**config.mk**
```make
export PLATFORM = sky130hd
export DESIGN_NAME = ack_matched_retransmit_table
export DESIGN_NICKNAME = d
export VERILOG_FILES = /design/src/rtl/core/amrt_pkg.sv /design/src/rtl/core/amrt_ctrl.sv /design/src/rtl/core/amrt_dp.sv /design/src/rtl/core/ack_matched_retransmit_table.sv
export SDC_FILE = /design/constraint.sdc
export NUM_CORES = 2
export LEC_CHECK = 0
export ABC_AREA = 1
export ABC_CLOCK_PERIOD_IN_PS = 9100
export BUFFER_PORTS_ARGS = -buffer_cell sky130_fd_sc_hd__buf_2
export CORE_UTILIZATION = 25
export DETAILED_ROUTE_END_ITERATION = 10
export PLACE_DENSITY = 0.46
export SLEW_MARGIN = 25
export SYNTH_ARGS = -nofsm -noshare
export SYNTH_HDL_FRONTEND = slang
export SYNTH_SLANG_ARGS = --single-unit
```
**constraint.sdc**
```tcl
create_clock -name clock -period 9.1 [get_ports clock]
set_input_delay 0.455 -clock clock [delete_from_list [all_inputs] [get_ports clock]]
set_output_delay 0.455 -clock clock [all_outputs]
set_load 0.1 [all_outputs]
```
**src/rtl/core/amrt_pkg.sv**
```systemverilog
package amrt_pkg;

   localparam int DEPTH_DEFAULT = 16;

   // field widths fixed by the interface
   localparam int FILL_W     = 5;
   localparam int CSR_IDX_W  = 2;
   localparam int CSR_DATA_W = 8;

   localparam logic [FILL_W-1:0] CAPACITY_RESET = 5'd16;
   localparam logic [7:0]        SEND_TTL_RESET = 8'd30;

   // register indexes
   localparam logic [CSR_IDX_W-1:0] CSR_CAPACITY = 2'd0;
   localparam logic [CSR_IDX_W-1:0] CSR_SEND_TTL = 2'd1;

   // request modes
   localparam logic [2:0] MODE_INSERT     = 3'd0;
   localparam logic [2:0] MODE_ACK_REMOVE = 3'd1;
   localparam logic [2:0] MODE_TICK       = 3'd2;
   localparam logic [2:0] MODE_REMOVE     = 3'd3;
   localparam logic [2:0] MODE_READ       = 3'd4;

   // response status codes
   localparam logic [1:0] STATUS_DONE  = 2'd0;
   localparam logic [1:0] STATUS_MISS  = 2'd1;
   localparam logic [1:0] STATUS_RANGE = 2'd2;

   typedef struct packed {
      logic [2:0]  mode;
      logic [31:0] peer_ip;
      logic [15:0] peer_port;
      logic [31:0] seq_bytes;
      logic [31:0] payload_ref;
      logic        send_kind;
      logic [3:0]  slot;
   } req_type;

   typedef struct packed {
      logic [1:0]        status;
      logic [FILL_W-1:0] fill_count;
      logic [31:0]       out_ip;
      logic [15:0]       out_port;
      logic [31:0]       out_seq;
      logic [31:0]       out_ref;
      logic [7:0]        out_ttl;
   } rsp_type;

   typedef enum logic [2:0] {
      PTR_HOLD,
      PTR_ZERO,
      PTR_SLOT,
      PTR_SLOT_NEXT,
      PTR_NEXT
   } ptr_op_type;

   typedef enum logic [1:0] {
      WR_NONE,
      WR_INSERT,
      WR_SHIFT,
      WR_TICK
   } wr_op_type;

   typedef enum logic [1:0] {
      TOT_HOLD,
      TOT_INC,
      TOT_DEC
   } tot_op_type;

   // controller to datapath
   typedef struct packed {
      logic       load_req;
      ptr_op_type ptr_op;
      wr_op_type  wr_op;
      tot_op_type tot_op;
      logic       set_status;
      logic [1:0] status_code;
      logic       set_read;
      logic       set_ttl;
      logic       rsp_load;
   } cmd_type;

   // datapath to controller
   typedef struct packed {
      logic [2:0] mode;
      logic       can_insert;
      logic       total_zero;
      logic       slot_ok;
      logic       match;
      logic       ptr_last;
      logic       ptr_end;
      logic       ttl_zero;
      logic       ttl_one;
      logic       rsp_free;
   } stat_type;

endpackage

```
**src/rtl/core/amrt_ctrl.sv**
```systemverilog
module amrt_ctrl (
   input  logic               clock,
   input  logic               reset,
   input  logic               req_valid,
   output logic               req_stall,
   input  amrt_pkg::stat_type stat,
   output amrt_pkg::cmd_type  cmd
);

   typedef enum logic [2:0] {
      ST_IDLE,
      ST_DECODE,
      ST_SCAN,
      ST_CHECK,
      ST_SHIFT,
      ST_REPLY
   } state_type;

   state_type state_ff;
   state_type state_in;

   assign req_stall = (state_ff != ST_IDLE);

   always_comb begin
      state_in = state_ff;
      cmd = '0;
      cmd.ptr_op = amrt_pkg::PTR_HOLD;
      cmd.wr_op = amrt_pkg::WR_NONE;
      cmd.tot_op = amrt_pkg::TOT_HOLD;
      unique case (state_ff)
         ST_IDLE: begin
            if (req_valid) begin
               cmd.load_req = 1'b1;
               state_in = ST_DECODE;
            end
         end
         ST_DECODE: begin
            cmd.set_status = 1'b1;
            cmd.status_code = amrt_pkg::STATUS_DONE;
            state_in = ST_REPLY;
            unique case (stat.mode)
               amrt_pkg::MODE_INSERT: begin
                  if (stat.can_insert) begin
                     cmd.wr_op = amrt_pkg::WR_INSERT;
                     cmd.tot_op = amrt_pkg::TOT_INC;
                  end else begin
                     cmd.status_code = amrt_pkg::STATUS_MISS;
                  end
               end
               amrt_pkg::MODE_ACK_REMOVE: begin
                  if (stat.total_zero) begin
                     cmd.status_code = amrt_pkg::STATUS_MISS;
                  end else begin
                     cmd.ptr_op = amrt_pkg::PTR_ZERO;
                     state_in = ST_SCAN;
                  end
               end
               amrt_pkg::MODE_TICK: begin
                  if (!stat.slot_ok) begin
                     cmd.status_code = amrt_pkg::STATUS_RANGE;
                  end else begin
                     cmd.ptr_op = amrt_pkg::PTR_SLOT;
                     state_in = ST_CHECK;
                  end
               end
               amrt_pkg::MODE_REMOVE: begin
                  if (!stat.slot_ok) begin
                     cmd.status_code = amrt_pkg::STATUS_RANGE;
                  end else begin
                     // compaction reads one past the removed entry
                     cmd.ptr_op = amrt_pkg::PTR_SLOT_NEXT;
                     state_in = ST_SHIFT;
                  end
               end
               amrt_pkg::MODE_READ: begin
                  if (!stat.slot_ok) begin
                     cmd.status_code = amrt_pkg::STATUS_RANGE;
                  end else begin
                     cmd.ptr_op = amrt_pkg::PTR_SLOT;
                     cmd.set_read = 1'b1;
                  end
               end
               default: begin
                  cmd.status_code = amrt_pkg::STATUS_MISS;
               end
            endcase
         end
         ST_SCAN: begin
            if (stat.match) begin
               cmd.ptr_op = amrt_pkg::PTR_NEXT;
               state_in = ST_SHIFT;
            end else if (stat.ptr_last) begin
               cmd.set_status = 1'b1;
               cmd.status_code = amrt_pkg::STATUS_MISS;
               state_in = ST_REPLY;
            end else begin
               cmd.ptr_op = amrt_pkg::PTR_NEXT;
            end
         end
         ST_CHECK: begin
            // ttl already zero: entry stays, reported ttl stays zero
            if (!stat.ttl_zero) begin
               cmd.wr_op = amrt_pkg::WR_TICK;
               cmd.set_ttl = 1'b1;
               if (stat.ttl_one) begin
                  cmd.ptr_op = amrt_pkg::PTR_NEXT;
                  state_in = ST_SHIFT;
               end else begin
                  state_in = ST_REPLY;
               end
            end else begin
               state_in = ST_REPLY;
            end
         end
         ST_SHIFT: begin
            if (stat.ptr_end) begin
               cmd.tot_op = amrt_pkg::TOT_DEC;
               state_in = ST_REPLY;
            end else begin
               cmd.wr_op = amrt_pkg::WR_SHIFT;
               cmd.ptr_op = amrt_pkg::PTR_NEXT;
            end
         end
         ST_REPLY: begin
            if (stat.rsp_free) begin
               cmd.rsp_load = 1'b1;
               state_in = ST_IDLE;
            end
         end
         default: begin
            state_in = ST_IDLE;
         end
      endcase
   end

   always_ff @(posedge clock) begin
      if (reset) begin
         state_ff <= ST_IDLE;
      end else begin
         state_ff <= state_in;
      end
   end

endmodule

```
**src/rtl/core/amrt_dp.sv**
```systemverilog
module amrt_dp #(
   parameter int DEPTH = amrt_pkg::DEPTH_DEFAULT
) (
   input  logic                               clock,
   input  logic                               reset,
   input  amrt_pkg::req_type                  req_data,
   input  amrt_pkg::cmd_type                  cmd,
   output amrt_pkg::stat_type                 stat,
   output logic                               rsp_valid,
   input  logic                               rsp_stall,
   output amrt_pkg::rsp_type                  rsp_data,
   input  logic                               csr_valid,
   input  logic [amrt_pkg::CSR_IDX_W-1:0]     csr_index,
   input  logic [amrt_pkg::CSR_DATA_W-1:0]    csr_wdata
);

   localparam int IW = $clog2(DEPTH);
   localparam int CW_DEPTH = $clog2(DEPTH + 1);
   localparam int CUR_W = (CW_DEPTH > amrt_pkg::FILL_W) ? CW_DEPTH : amrt_pkg::FILL_W;
   localparam logic [CUR_W-1:0] DEPTH_C = CUR_W'(DEPTH);

   typedef struct packed {
      logic [31:0] ip;
      logic [15:0] port;
      logic [31:0] seq;
      logic [31:0] ref_id;
      logic [7:0]  ttl;
   } entry_type;

   entry_type mem [DEPTH];
   entry_type rdata_ff;
   entry_type wdata;
   logic [IW-1:0] waddr;
   logic          wen;

   amrt_pkg::req_type req_ff;

   logic [amrt_pkg::FILL_W-1:0] total_ff;
   logic [amrt_pkg::FILL_W-1:0] total_in;
   logic [amrt_pkg::FILL_W-1:0] capacity_ff;
   logic [7:0]                  send_ttl_ff;

   logic [CUR_W-1:0] ptr_ff;
   logic [CUR_W-1:0] ptr_in;
   logic [CUR_W-1:0] ptr_prev;
   logic [CUR_W-1:0] total_ext;
   logic [CUR_W-1:0] slot_ext;
   logic [CUR_W-1:0] cap_ext;

   logic [1:0] res_status_ff;
   logic       res_read_ff;
   logic [7:0] res_ttl_ff;

   logic              rsp_valid_ff;
   amrt_pkg::rsp_type rsp_data_ff;

   assign total_ext = CUR_W'(total_ff);
   assign slot_ext  = CUR_W'(req_ff.slot);
   assign cap_ext   = CUR_W'(capacity_ff);
   assign ptr_prev  = ptr_ff - CUR_W'(1);

   always_comb begin
      case (cmd.ptr_op)
         amrt_pkg::PTR_ZERO:      ptr_in = '0;
         amrt_pkg::PTR_SLOT:      ptr_in = slot_ext;
         amrt_pkg::PTR_SLOT_NEXT: ptr_in = slot_ext + CUR_W'(1);
         amrt_pkg::PTR_NEXT:      ptr_in = ptr_ff + CUR_W'(1);
         default:                 ptr_in = ptr_ff;
      endcase
   end

   always_comb begin
      wen = 1'b1;
      waddr = ptr_ff[IW-1:0];
      wdata = rdata_ff;
      case (cmd.wr_op)
         amrt_pkg::WR_INSERT: begin
            waddr = total_ext[IW-1:0];
            wdata.ip = req_ff.peer_ip;
            wdata.port = req_ff.peer_port;
            wdata.seq = req_ff.seq_bytes;
            wdata.ref_id = req_ff.payload_ref;
            wdata.ttl = req_ff.send_kind ? send_ttl_ff : 8'd0;
         end
         amrt_pkg::WR_SHIFT: begin
            // move the entry just read down by one place
            waddr = ptr_prev[IW-1:0];
         end
         amrt_pkg::WR_TICK: begin
            wdata.ttl = rdata_ff.ttl - 8'd1;
         end
         default: begin
            wen = 1'b0;
         end
      endcase
   end

   // read address follows the next pointer so read data lines up with ptr_ff
   always_ff @(posedge clock) begin
      if (wen) begin
         mem[waddr] <= wdata;
      end
      rdata_ff <= mem[ptr_in[IW-1:0]];
   end

   always_comb begin
      case (cmd.tot_op)
         amrt_pkg::TOT_INC: total_in = total_ff + 5'd1;
         amrt_pkg::TOT_DEC: total_in = total_ff - 5'd1;
         default:           total_in = total_ff;
      endcase
   end

   always_ff @(posedge clock) begin
      if (reset) begin
         total_ff <= '0;
         capacity_ff <= amrt_pkg::CAPACITY_RESET;
         send_ttl_ff <= amrt_pkg::SEND_TTL_RESET;
         ptr_ff <= '0;
      end else begin
         total_ff <= total_in;
         ptr_ff <= ptr_in;
         if (csr_valid) begin
            unique case (csr_index)
               amrt_pkg::CSR_CAPACITY: capacity_ff <= csr_wdata[amrt_pkg::FILL_W-1:0];
               amrt_pkg::CSR_SEND_TTL: send_ttl_ff <= csr_wdata;
               default: ;
            endcase
         end
      end
   end

   always_ff @(posedge clock) begin
      if (cmd.load_req) begin
         req_ff <= req_data;
         res_read_ff <= 1'b0;
         res_ttl_ff <= '0;
      end else begin
         if (cmd.set_read) begin
            res_read_ff <= 1'b1;
         end
         if (cmd.set_ttl) begin
            res_ttl_ff <= rdata_ff.ttl - 8'd1;
         end
      end
      if (cmd.set_status) begin
         res_status_ff <= cmd.status_code;
      end
   end

   always_ff @(posedge clock) begin
      if (reset) begin
         rsp_valid_ff <= 1'b0;
      end else if (cmd.rsp_load) begin
         rsp_valid_ff <= 1'b1;
      end else if (!rsp_stall) begin
         rsp_valid_ff <= 1'b0;
      end
   end

   always_ff @(posedge clock) begin
      if (cmd.rsp_load) begin
         rsp_data_ff.status <= res_status_ff;
         rsp_data_ff.fill_count <= total_ff;
         rsp_data_ff.out_ip <= res_read_ff ? rdata_ff.ip : 32'd0;
         rsp_data_ff.out_port <= res_read_ff ? rdata_ff.port : 16'd0;
         rsp_data_ff.out_seq <= res_read_ff ? rdata_ff.seq : 32'd0;
         rsp_data_ff.out_ref <= res_read_ff ? rdata_ff.ref_id : 32'd0;
         rsp_data_ff.out_ttl <= res_read_ff ? rdata_ff.ttl : res_ttl_ff;
      end
   end

   assign rsp_valid = rsp_valid_ff;
   assign rsp_data  = rsp_data_ff;

   always_comb begin
      stat.mode = req_ff.mode;
      stat.can_insert = (total_ext < cap_ext) && (total_ext < DEPTH_C);
      stat.total_zero = (total_ff == '0);
      stat.slot_ok = (slot_ext < total_ext);
      stat.match = (rdata_ff.seq == req_ff.seq_bytes) && (rdata_ff.ip == req_ff.peer_ip) &&
                   (rdata_ff.port == req_ff.peer_port);
      stat.ptr_last = (ptr_ff == total_ext - CUR_W'(1));
      stat.ptr_end = (ptr_ff == total_ext);
      stat.ttl_zero = (rdata_ff.ttl == 8'd0);
      stat.ttl_one = (rdata_ff.ttl == 8'd1);
      stat.rsp_free = !rsp_valid_ff || !rsp_stall;
   end

endmodule

```
**src/rtl/core/ack_matched_retransmit_table.sv**
```systemverilog
// Ordered table of pending packets with ACK matching.
// req_* carries one request (insert, remove by ACK, tick ttl, remove at slot,
// read at slot) as a req_type struct; it is taken when req_valid is high and
// req_stall is low. Each request gives exactly one response on rsp_*, taken
// when rsp_valid is high and rsp_stall is low.
// csr_* writes capacity (index 0) and send ttl (index 1); csr_ready is always
// high. The user must make writes only while no request is in flight; the
// block itself does not enforce it. Insert, read, and any refused or out of
// range request go from decode straight to reply; a tick first rewrites the
// entry ttl in a check step unless it is already zero. A removal compacts
// the table one entry per cycle through the memory's single write port:
// remove at slot and a tick that expires its entry move each later entry
// down; an ACK removal first walks the table one entry per cycle to find
// its match, scanning all of it on a miss. One request is worked on at a
// time; the next is taken as soon as the response register is loaded.
// Reset empties the table (fill count 0) and sets capacity 16 and send ttl
// 30; entry storage is not cleared. While rsp_stall holds a response, the
// block can take one more request and finishes it up to its response.
module ack_matched_retransmit_table #(
   parameter int DEPTH = amrt_pkg::DEPTH_DEFAULT
) (
   input  logic                            clock,
   input  logic                            reset,
   input  logic                            req_valid,
   output logic                            req_stall,
   input  amrt_pkg::req_type               req_data,
   output logic                            rsp_valid,
   input  logic                            rsp_stall,
   output amrt_pkg::rsp_type               rsp_data,
   input  logic                            csr_valid,
   output logic                            csr_ready,
   input  logic [amrt_pkg::CSR_IDX_W-1:0]  csr_index,
   input  logic [amrt_pkg::CSR_DATA_W-1:0] csr_wdata
);

   amrt_pkg::cmd_type  cmd;
   amrt_pkg::stat_type stat;

   assign csr_ready = 1'b1;

   amrt_ctrl u_ctrl (
      .clock     (clock),
      .reset     (reset),
      .req_valid (req_valid),
      .req_stall (req_stall),
      .stat      (stat),
      .cmd       (cmd)
   );

   amrt_dp #(
      .DEPTH (DEPTH)
   ) u_dp (
      .clock     (clock),
      .reset     (reset),
      .req_data  (req_data),
      .cmd       (cmd),
      .stat      (stat),
      .rsp_valid (rsp_valid),
      .rsp_stall (rsp_stall),
      .rsp_data  (rsp_data),
      .csr_valid (csr_valid && csr_ready),
      .csr_index (csr_index),
      .csr_wdata (csr_wdata)
   );

   // a taken request stalls the request port in the next cycle
   assert property (@(posedge clock) disable iff (reset)
      (req_valid && !req_stall) |=> req_stall)
      else $error("request taken back to back");

   // table only grows when there is room
   assert property (@(posedge clock) disable iff (reset)
      (cmd.tot_op == amrt_pkg::TOT_INC) |-> stat.can_insert)
      else $error("fill count raised on a full table");

   // fill count never passes the storage depth
   assert property (@(posedge clock) disable iff (reset)
      rsp_valid |-> (int'(rsp_data.fill_count) <= DEPTH))
      else $error("fill count beyond depth");

   // a response is only loaded into a free output register
   assert property (@(posedge clock) disable iff (reset)
      cmd.rsp_load |-> (!rsp_valid || !rsp_stall))
      else $error("response overwritten while stalled");

endmodule
```
After elaboration in Yosys (flattened, before gate mapping)
Memory sizes are Yosys's and may differ from the RTL's. A register that Yosys moved wholly into a read port is not among the register bits.
Index checks and enable logic that the tools add are counted.
{ "word_totals": {"n_memories": 1, "reg_bits": 285, "out_inout_bits": 130, "ram_bits": 1920, "inputBits": 135, "elab_cells": 139} }
{ "memory_table": {"columns": ["name", "words", "width", "rd", "rd_ports_with_merged_regs", "wr", "line", "source"], "rows": [
  ["u_dp.mem", 16, 120, 1, 1, 1, "amrt_dp.sv:30", "entry_type mem [DEPTH];"]
]} }
{ "op_classes": {"n_mux": 55, "n_lt_le_gt_ge": 3, "addsub": 6, "n_reduce_logical": 20, "eq_ne": 30} }
{ "ops": {"columns": ["cell", "count"], "rows": [
  ["$mux W112", 1],
  ["$eq A32 B32 Y1", 2],
  ["$mux W3", 15],
  ["$pmux W5 S4", 1],
  ["$mux W1", 19],
  ["$eq A3 B2 Y1 const B", 6],
  ["$pmux W3 S3", 2],
  ["$pmux W3 S6", 1],
  ["$eq A16 B16 Y1", 1],
  ["$mux W8", 2],
  ["$pmux W8 S2", 1],
  ["$eq A3 B3 Y1 const B", 4],
  ["$pmux W2 S3", 2],
  ["$pmux W3 S4", 1],
  ["$add A5 B1 Y5 const B", 2],
  ["$eq A5 B5 Y1", 2],
  ["$mux W5", 2],
  ["$pmux W5 S2", 1],
  ["$eq A3 B1 Y1 const B", 3],
  ["$eq A8 B1 Y1 const B", 1],
  ["$logic_not A8 Y1", 1],
  ["$mux W2", 4],
  ["$pmux W4 S2", 1],
  ["$sub A8 B1 Y8 const B", 1],
  ["other kinds (26)", 38]
]} }

Depth between registers and ports, before layout
{ "logic_depth": {"word_depth": 10, "ltp_mapped": 27, "depth_no_buf": 24} }

By module
From an unflattened synthesis, not the netlist that was laid out.
{ "hier_totals": {"cells_unflattened": 9173, "area_unflattened_um2": 99426.6} }
{ "by_module_without_submodules": {"columns": ["mod", "cells_per_inst", "instances", "area_each_um2", "seq_area_each_um2"], "rows": [
  ["amrt_dp", 9079, 1, 98936.1, 68195.4],
  ["amrt_ctrl", 92, 1, 479.2, 60.1],
  ["ack_matched_retransmit_table", 2, 1, 11.3, 0.0]
]} }

Worst setup path after synthesis
OpenSTA, ideal clock, no wires.
{ "synth_path": {"path_kind": "register to register", "startpoint": "register u_dp.total_ff, in the netlist u_dp.total_ext[2]", "endpoint": "memory u_dp.mem[12][0] (netlist bit), enable pin", "arrival_ns": 7.709, "path_buffers": 2, "path_stages_with_launch": 19, "slack_ns": 0.790, "synth_period_minus_slack_ns": 8.310, "required_ns": 8.500, "setup_time_ns": 0.600, "cell_sequence": "dfxtp_1 > ha_1 > a21boi_0 > o21ai_0 > nand2_1 > nand2_1 > nand2_1 > nor2_1 > nand3_1 > nand2_1 > clkbuf_1 > ha_1 > clkbuf_1 > a21oi_1 > o31ai_1 > o21ai_0 > inv_1 > nand2_1 > nor2_1"} }
{ "synth_via": {"elab_chain_cells": 10, "word_cells_on_any_way": 16, "classes_between": "order compare (2); eq/ne (4); mux (8); reduce/logical (2)"} }
{ "synth_rtl": {"columns": ["item", "line", "source"], "rows": [
  ["from (decl)", "amrt_dp.sv:38", "logic [amrt_pkg::FILL_W-1:0] total_ff;"],
  ["from (signal assigned)", "amrt_dp.sv:121", "total_ff <= total_in;"],
  ["$lt A5 B5 Y1", "amrt_dp.sv:178", "stat.can_insert = (total_ext < cap_ext) && (total_ext < DEPTH_C);"],
  ["$logic_and A1 B1 Y1", "amrt_dp.sv:178", null],
  ["$mux W3", "amrt_ctrl.sv:43", "if (stat.can_insert) begin"],
  ["$mux W3", "amrt_ctrl.sv:41", "unique case (stat.mode)"],
  ["$pmux W2 S3", "amrt_ctrl.sv:30", "unique case (state_ff)"],
  ["$eq A2 B2 Y1 / $eq A2 B1 Y1 (equally long branches)", "amrt_dp.sv:76", "case (cmd.wr_op)"],
  ["$reduce_or A3 Y1 (no source line)", null, null],
  ["$mux W1", "amrt_dp.sv:76", null],
  ["$mux W1", "amrt_dp.sv:100", "if (wen) begin"],
  ["$mux W1 (implied by the code)", "amrt_dp.sv:101", "mem[waddr] <= wdata;"],
  ["to (decl)", "amrt_dp.sv:30", null]
]} }
Parallel ways exist; a longest one is shown, timed or not.

Worst setup path in the final report
{ "layout_path": {"startpoint": "register u_dp.req_ff[116] (netlist bit)", "endpoint": "register u_dp.rdata_ff[56] (netlist name)"} }
{ "layout_via": {"elab_chain_cells": 7, "word_cells_on_any_way": 10, "classes_between": "eq/ne (5); mux (3); reduce/logical (2)"} }
{ "layout_rtl": {"columns": ["item", "line", "source"], "rows": [
  ["from (decl)", "amrt_dp.sv:36", "amrt_pkg::req_type req_ff;"],
  ["from (signal assigned)", "amrt_dp.sv:135", "req_ff <= req_data;"],
  ["$eq A32 B32 Y1 (*)", "amrt_dp.sv:181", "stat.match = (rdata_ff.seq == req_ff.seq_bytes) && (rdata_ff.ip == req_ff.peer_ip) &&"],
  ["$logic_and A1 B1 Y1 (*) (2 in series)", "amrt_dp.sv:181", null],
  ["$mux W3 (*)", "amrt_ctrl.sv:89", "if (stat.match) begin"],
  ["$pmux W3 S4 (*)", "amrt_ctrl.sv:30", null],
  ["$eq A3 B3 Y1 (tied with other cells)", "amrt_dp.sv:63", "case (cmd.ptr_op)"],
  ["$pmux W5 S4 (*)", "amrt_dp.sv:63", null]
]} }
Mark *: on every way between the ends. The rest lies on a longest branch, timed or not.
A chain may end at the register's enable or synchronous reset.

==> results.py <==
metrics = {
    "setup_path": {
        "cp.arrival_ns": 7.58,
        "crit_required_ns": 9.88,
        "path_class": "flip-flop to flip-flop",
        "end_kind": "flip-flop",
        "start_kind": "flip-flop",
        "cp_max_fo": 134,
    },
    "pwr": {
        "seqPwrFrac_pct": 38.5,
        "p_comb_share_pct": 33.0,
        "power_density_nw_per_um2": 322,
        "switchingPower_w": 0.0141,
        "p_sw_share_pct": 37.6,
        "p_leak_nw": 47.1,
        "clock_power_share_pct": 28.5,
        "ir_drop_v": 0.000303,
        "p_int_w": 0.0234,
    },
    "drt": {
        "first_pass_iters": 5,
        "vias": 67100,
        "wl_per_cell_um": 20.6,
        "drcViolationCount": 0,
        "routed_wl_um": 310000,
        "drt_iter0_drc": 5290,
        "ant_nets": 0,
        "vias_per_cell": 4.46,
    },
    "finish": {
        "regArea_um2": 68300,
        "layout_common_cells": "nand3_1 (2200), edfxtp_1 (2169), nand2_1 (2031), inv_1 (1533), nand3b_1 (307)",
        "final_common_cell": "nand3_1",
        "post-route-cell-area_um2": 117000,
        "area_growth_pct": 17.2,
        "multiInputGateArea_um2": 23200,
        "drive_gt1_share_pct": 8.53,
        "fillers": 40600,
        "fin_nets": 9730,
    },
    "clock_network": {
        "numCtsBuffers": 266,
        "cts_tree": "built",
        "clkLatencyLatePin_ns": 0.87,
        "cts_resized": 0,
        "cts_root_buf": "clkbuf_16",
        "clock-sinks": 2325,
        "htreeDepth": 5,
        "cts.path.max_buffers": 4,
        "post-cts-setup-buffer-count": 0,
        "clk_pin_slew_worst_paths_ns": 0.06,
    },
    "synthesis": {
        "ys_types": 39,
        "yosysSeqAreaShare_pct": 68.5,
        "synth_edf_count": 2169,
        "synthCells": 9310,
        "synth.yosys.warnings": 0,
        "async_reset_ff_share_pct": 0,
        "netlist_area_um2": 99600,
        "ys_ff_latch": 2325,
        "ys.flop_type": "edfxtp_1",
        "synthesis.nets": 9464,
        "syn_area_per_cell_um2": 10.7,
    },
    "global_route": {
        "grt_max_degree": 196,
        "grt_usage_pct": 15.1,
        "overflow": 0,
        "antenna_found_initial": 16,
        "grt_first_pass_wirelength_um": 452000,
        "grt_pass1_vias": 66400,
    },
    "floorplan": {
        "start_util_pct": 25.1,
        "die_x_um": 633,
        "die-area_um2": 401000,
        "die_h_um": 633,
        "core_um2": 396000,
        "rows": 231,
        "boundaryPins": 265,
    },
    "job": {
        "drv_cap": 0,
    },
    "place": {
        "gp_congestion": 0.774,
        "post-dp-hpwl_um": 151000,
        "numPortBuffers": 263,
        "placed_area_um2": 107000,
    },
    "timing": {
        "maxClockFrequency_ghz": 0.147,
        "relSlewSlack_pct": 26.4,
        "hold_viol": 0,
        "setup_viol": 0,
        "tightest_slew_ns": 1.10,
        "skew_ns": 0.0794,
        "finalMaxSlewViolations": 0,
        "tns_ns": 0,
        "period_minus_slack_ns": 6.79,
        "rsz0062_at_grt": "no",
        "period_share_pct": 74.6,
    },
    "worst_hold_path": {
        "holdCritPathClass": "primary input to flip-flop",
    },
    "run_status": {
        "outcome": "completed",
    },
}
==> area by class of cell <==
type,instances,area share (%)
Tap cell,5242,5.62
Clock buffer,354,6.35
Sequential cell,2325,58.5
Clock inverter,116,1.01
Multi-Input combinational cell,4896,19.9
Antenna cell,8,0.0171
Timing Repair Buffer,548,3.71
Inverter,1539,4.97
==> through the flow <==
| step | cells | hold slack, ns | power, W | utilization [%] | setup slack [ns] |
|---|---|---|---|---|---|
| 2_1_floorplan | 9310 | 0.400 | 0.0231 | - | 0.790 |
| 3_3_place_gp | 14400 | 0.407 | 0.0270 | 26.9 | 1.88 |
| 3_5_place_dp | 14400 | 0.408 | 0.0271 | 26.9 | 1.92 |
| 4_1_cts | 15000 | 0.00190 | 0.0380 | 29.5 | 1.93 |
| 5_1_grt | 15000 | 0.0580 | 0.0397 | 29.5 | 1.90 |
| 6_report | 15000 | 0.0597 | 0.0376 | 29.5 | 2.31 |
==> power by group through the flow <==
stage | Clock (W) | Combinational [W] | Sequential (W)
after global routing | 0.0114 | 0.0138 | 0.0145
after detailed placement | 0 | 0.0124 | 0.0147
final | 0.0107 | 0.0124 | 0.0145
after CTS | 0.0110 | 0.0125 | 0.0145
after global placement | 0 | 0.0123 | 0.0147
after floorplan | 0 | 0.00834 | 0.0148
==> cells in the mapped netlist, types with 2 or more instances <==
library cell / count / area (um2)
nand3_1: 2200 / 11000
edfxtp_1: 2169 / 65100
nand2_1: 2032 / 7630
inv_1: 1533 / 5750
nand3b_1: 307 / 2300
buf_2: 268 / 1340
clkbuf_1: 195 / 732
dfxtp_1: 156 / 3120
nor2_1: 112 / 420
o21ai_0: 106 / 531
buf_1: 46 / 173
buf_4: 39 / 293
xor2_1: 31 / 272
a21oi_1: 30 / 150
xnor2_1: 20 / 175
ha_1: 19 / 238
nor3_1: 9 / 45.0
nand4_1: 5 / 31.3
inv_2: 4 / 15.0
nand2_2: 3 / 18.8
o22ai_1: 3 / 18.8
nand2_4: 2 / 22.5
nand3_2: 2 / 20.0
nor3_2: 2 / 20.0
nor4_1: 2 / 12.5
o31ai_1: 2 / 15.0
==> worst max-delay path: stages (launching register included) <==
cell and delay, ns:
edfxtp_1 0.41, nand2_1 0.09, nand2_1 0.06, nor2_1 0.46, nand2_1 0.10, nor2_1 0.24, nand2_1 0.21, nor2_1 0.64
nand3_1 0.81, nand2_1 0.28, nand2_2 0.14, nand2_4 0.14, clkinv_2 0.12, nand2_1 0.09, nand2_1 0.09, ha_1 0.28
nand2_1 0.07, inv_1 0.07, nor2_4 0.19, buf_4 0.77, buf_12 0.63, nand3_1 0.15, nand3_1 0.12, nand3_1 0.09
nand2_1 0.17
==> routing by layer <==
metal / vias up / track usage [%] / wire (um)
met5: - / 0 / 103
met4: 14 / 4.01 / 7820
met3: 446 / 1.97 / 13500
met2: 1668 / 26.3 / 151000
met1: 33300 / 19.6 / 137000
li1: 31600 / - / -
==> cells by family (layout without fill, tap and decap cells) <==
logic type	after synthesis	after routing	share of synthesized area (%)
flops	2325	2325	68.5
compound gates	145	145	0.749
other cells	1	9	0.00377
simple gates	4680	4680	21.7
xor+xnor	51	51	0.448
buf+inv	2089	2557	8.37
fa+ha+maj	19	19	0.239
==> flip-flops by register name, summed over array words and instances, names as in the netlist, named ones only <==
register            flops
u_dp.stat               3
u_dp.res_read_ff        1
u_dp.rsp_valid          1
u_dp.rsp_data         127
u_dp.cap_ext            5
u_dp.res_status_ff      2
u_dp.req_ff           117
u_dp.total_ext          5
u_dp.res_ttl_ff         8
u_dp.rdata_ff         120
u_dp.mem             1920
u_dp.ptr_ff             4
u_dp.send_ttl_ff        8
u_ctrl.state_ff         3
==> path summary, 6_finish.rpt <==
check | from | to | slack, ns | cells past startpoint
setup / recovery | u_dp.req_ff[116] | u_dp.rdata_ff[56] | 2.31 | 24
hold / removal | csr_index[1] | u_dp.send_ttl_ff[4] | 0.06 | 4
setup reg to reg | u_dp.req_ff[116] | u_dp.rdata_ff[56] | 2.31 | 24
hold reg to reg | u_dp.res_status_ff[1] | u_dp.rsp_data[126] | 0.42 | 0
==> what timing repair did <==
action,4_1_cts,5_1_grt
endpoints found under the setup margin,0,0
hold buffers,134,0
hold endpoints to repair,142,0
Power figures use the tool's default switching activity.
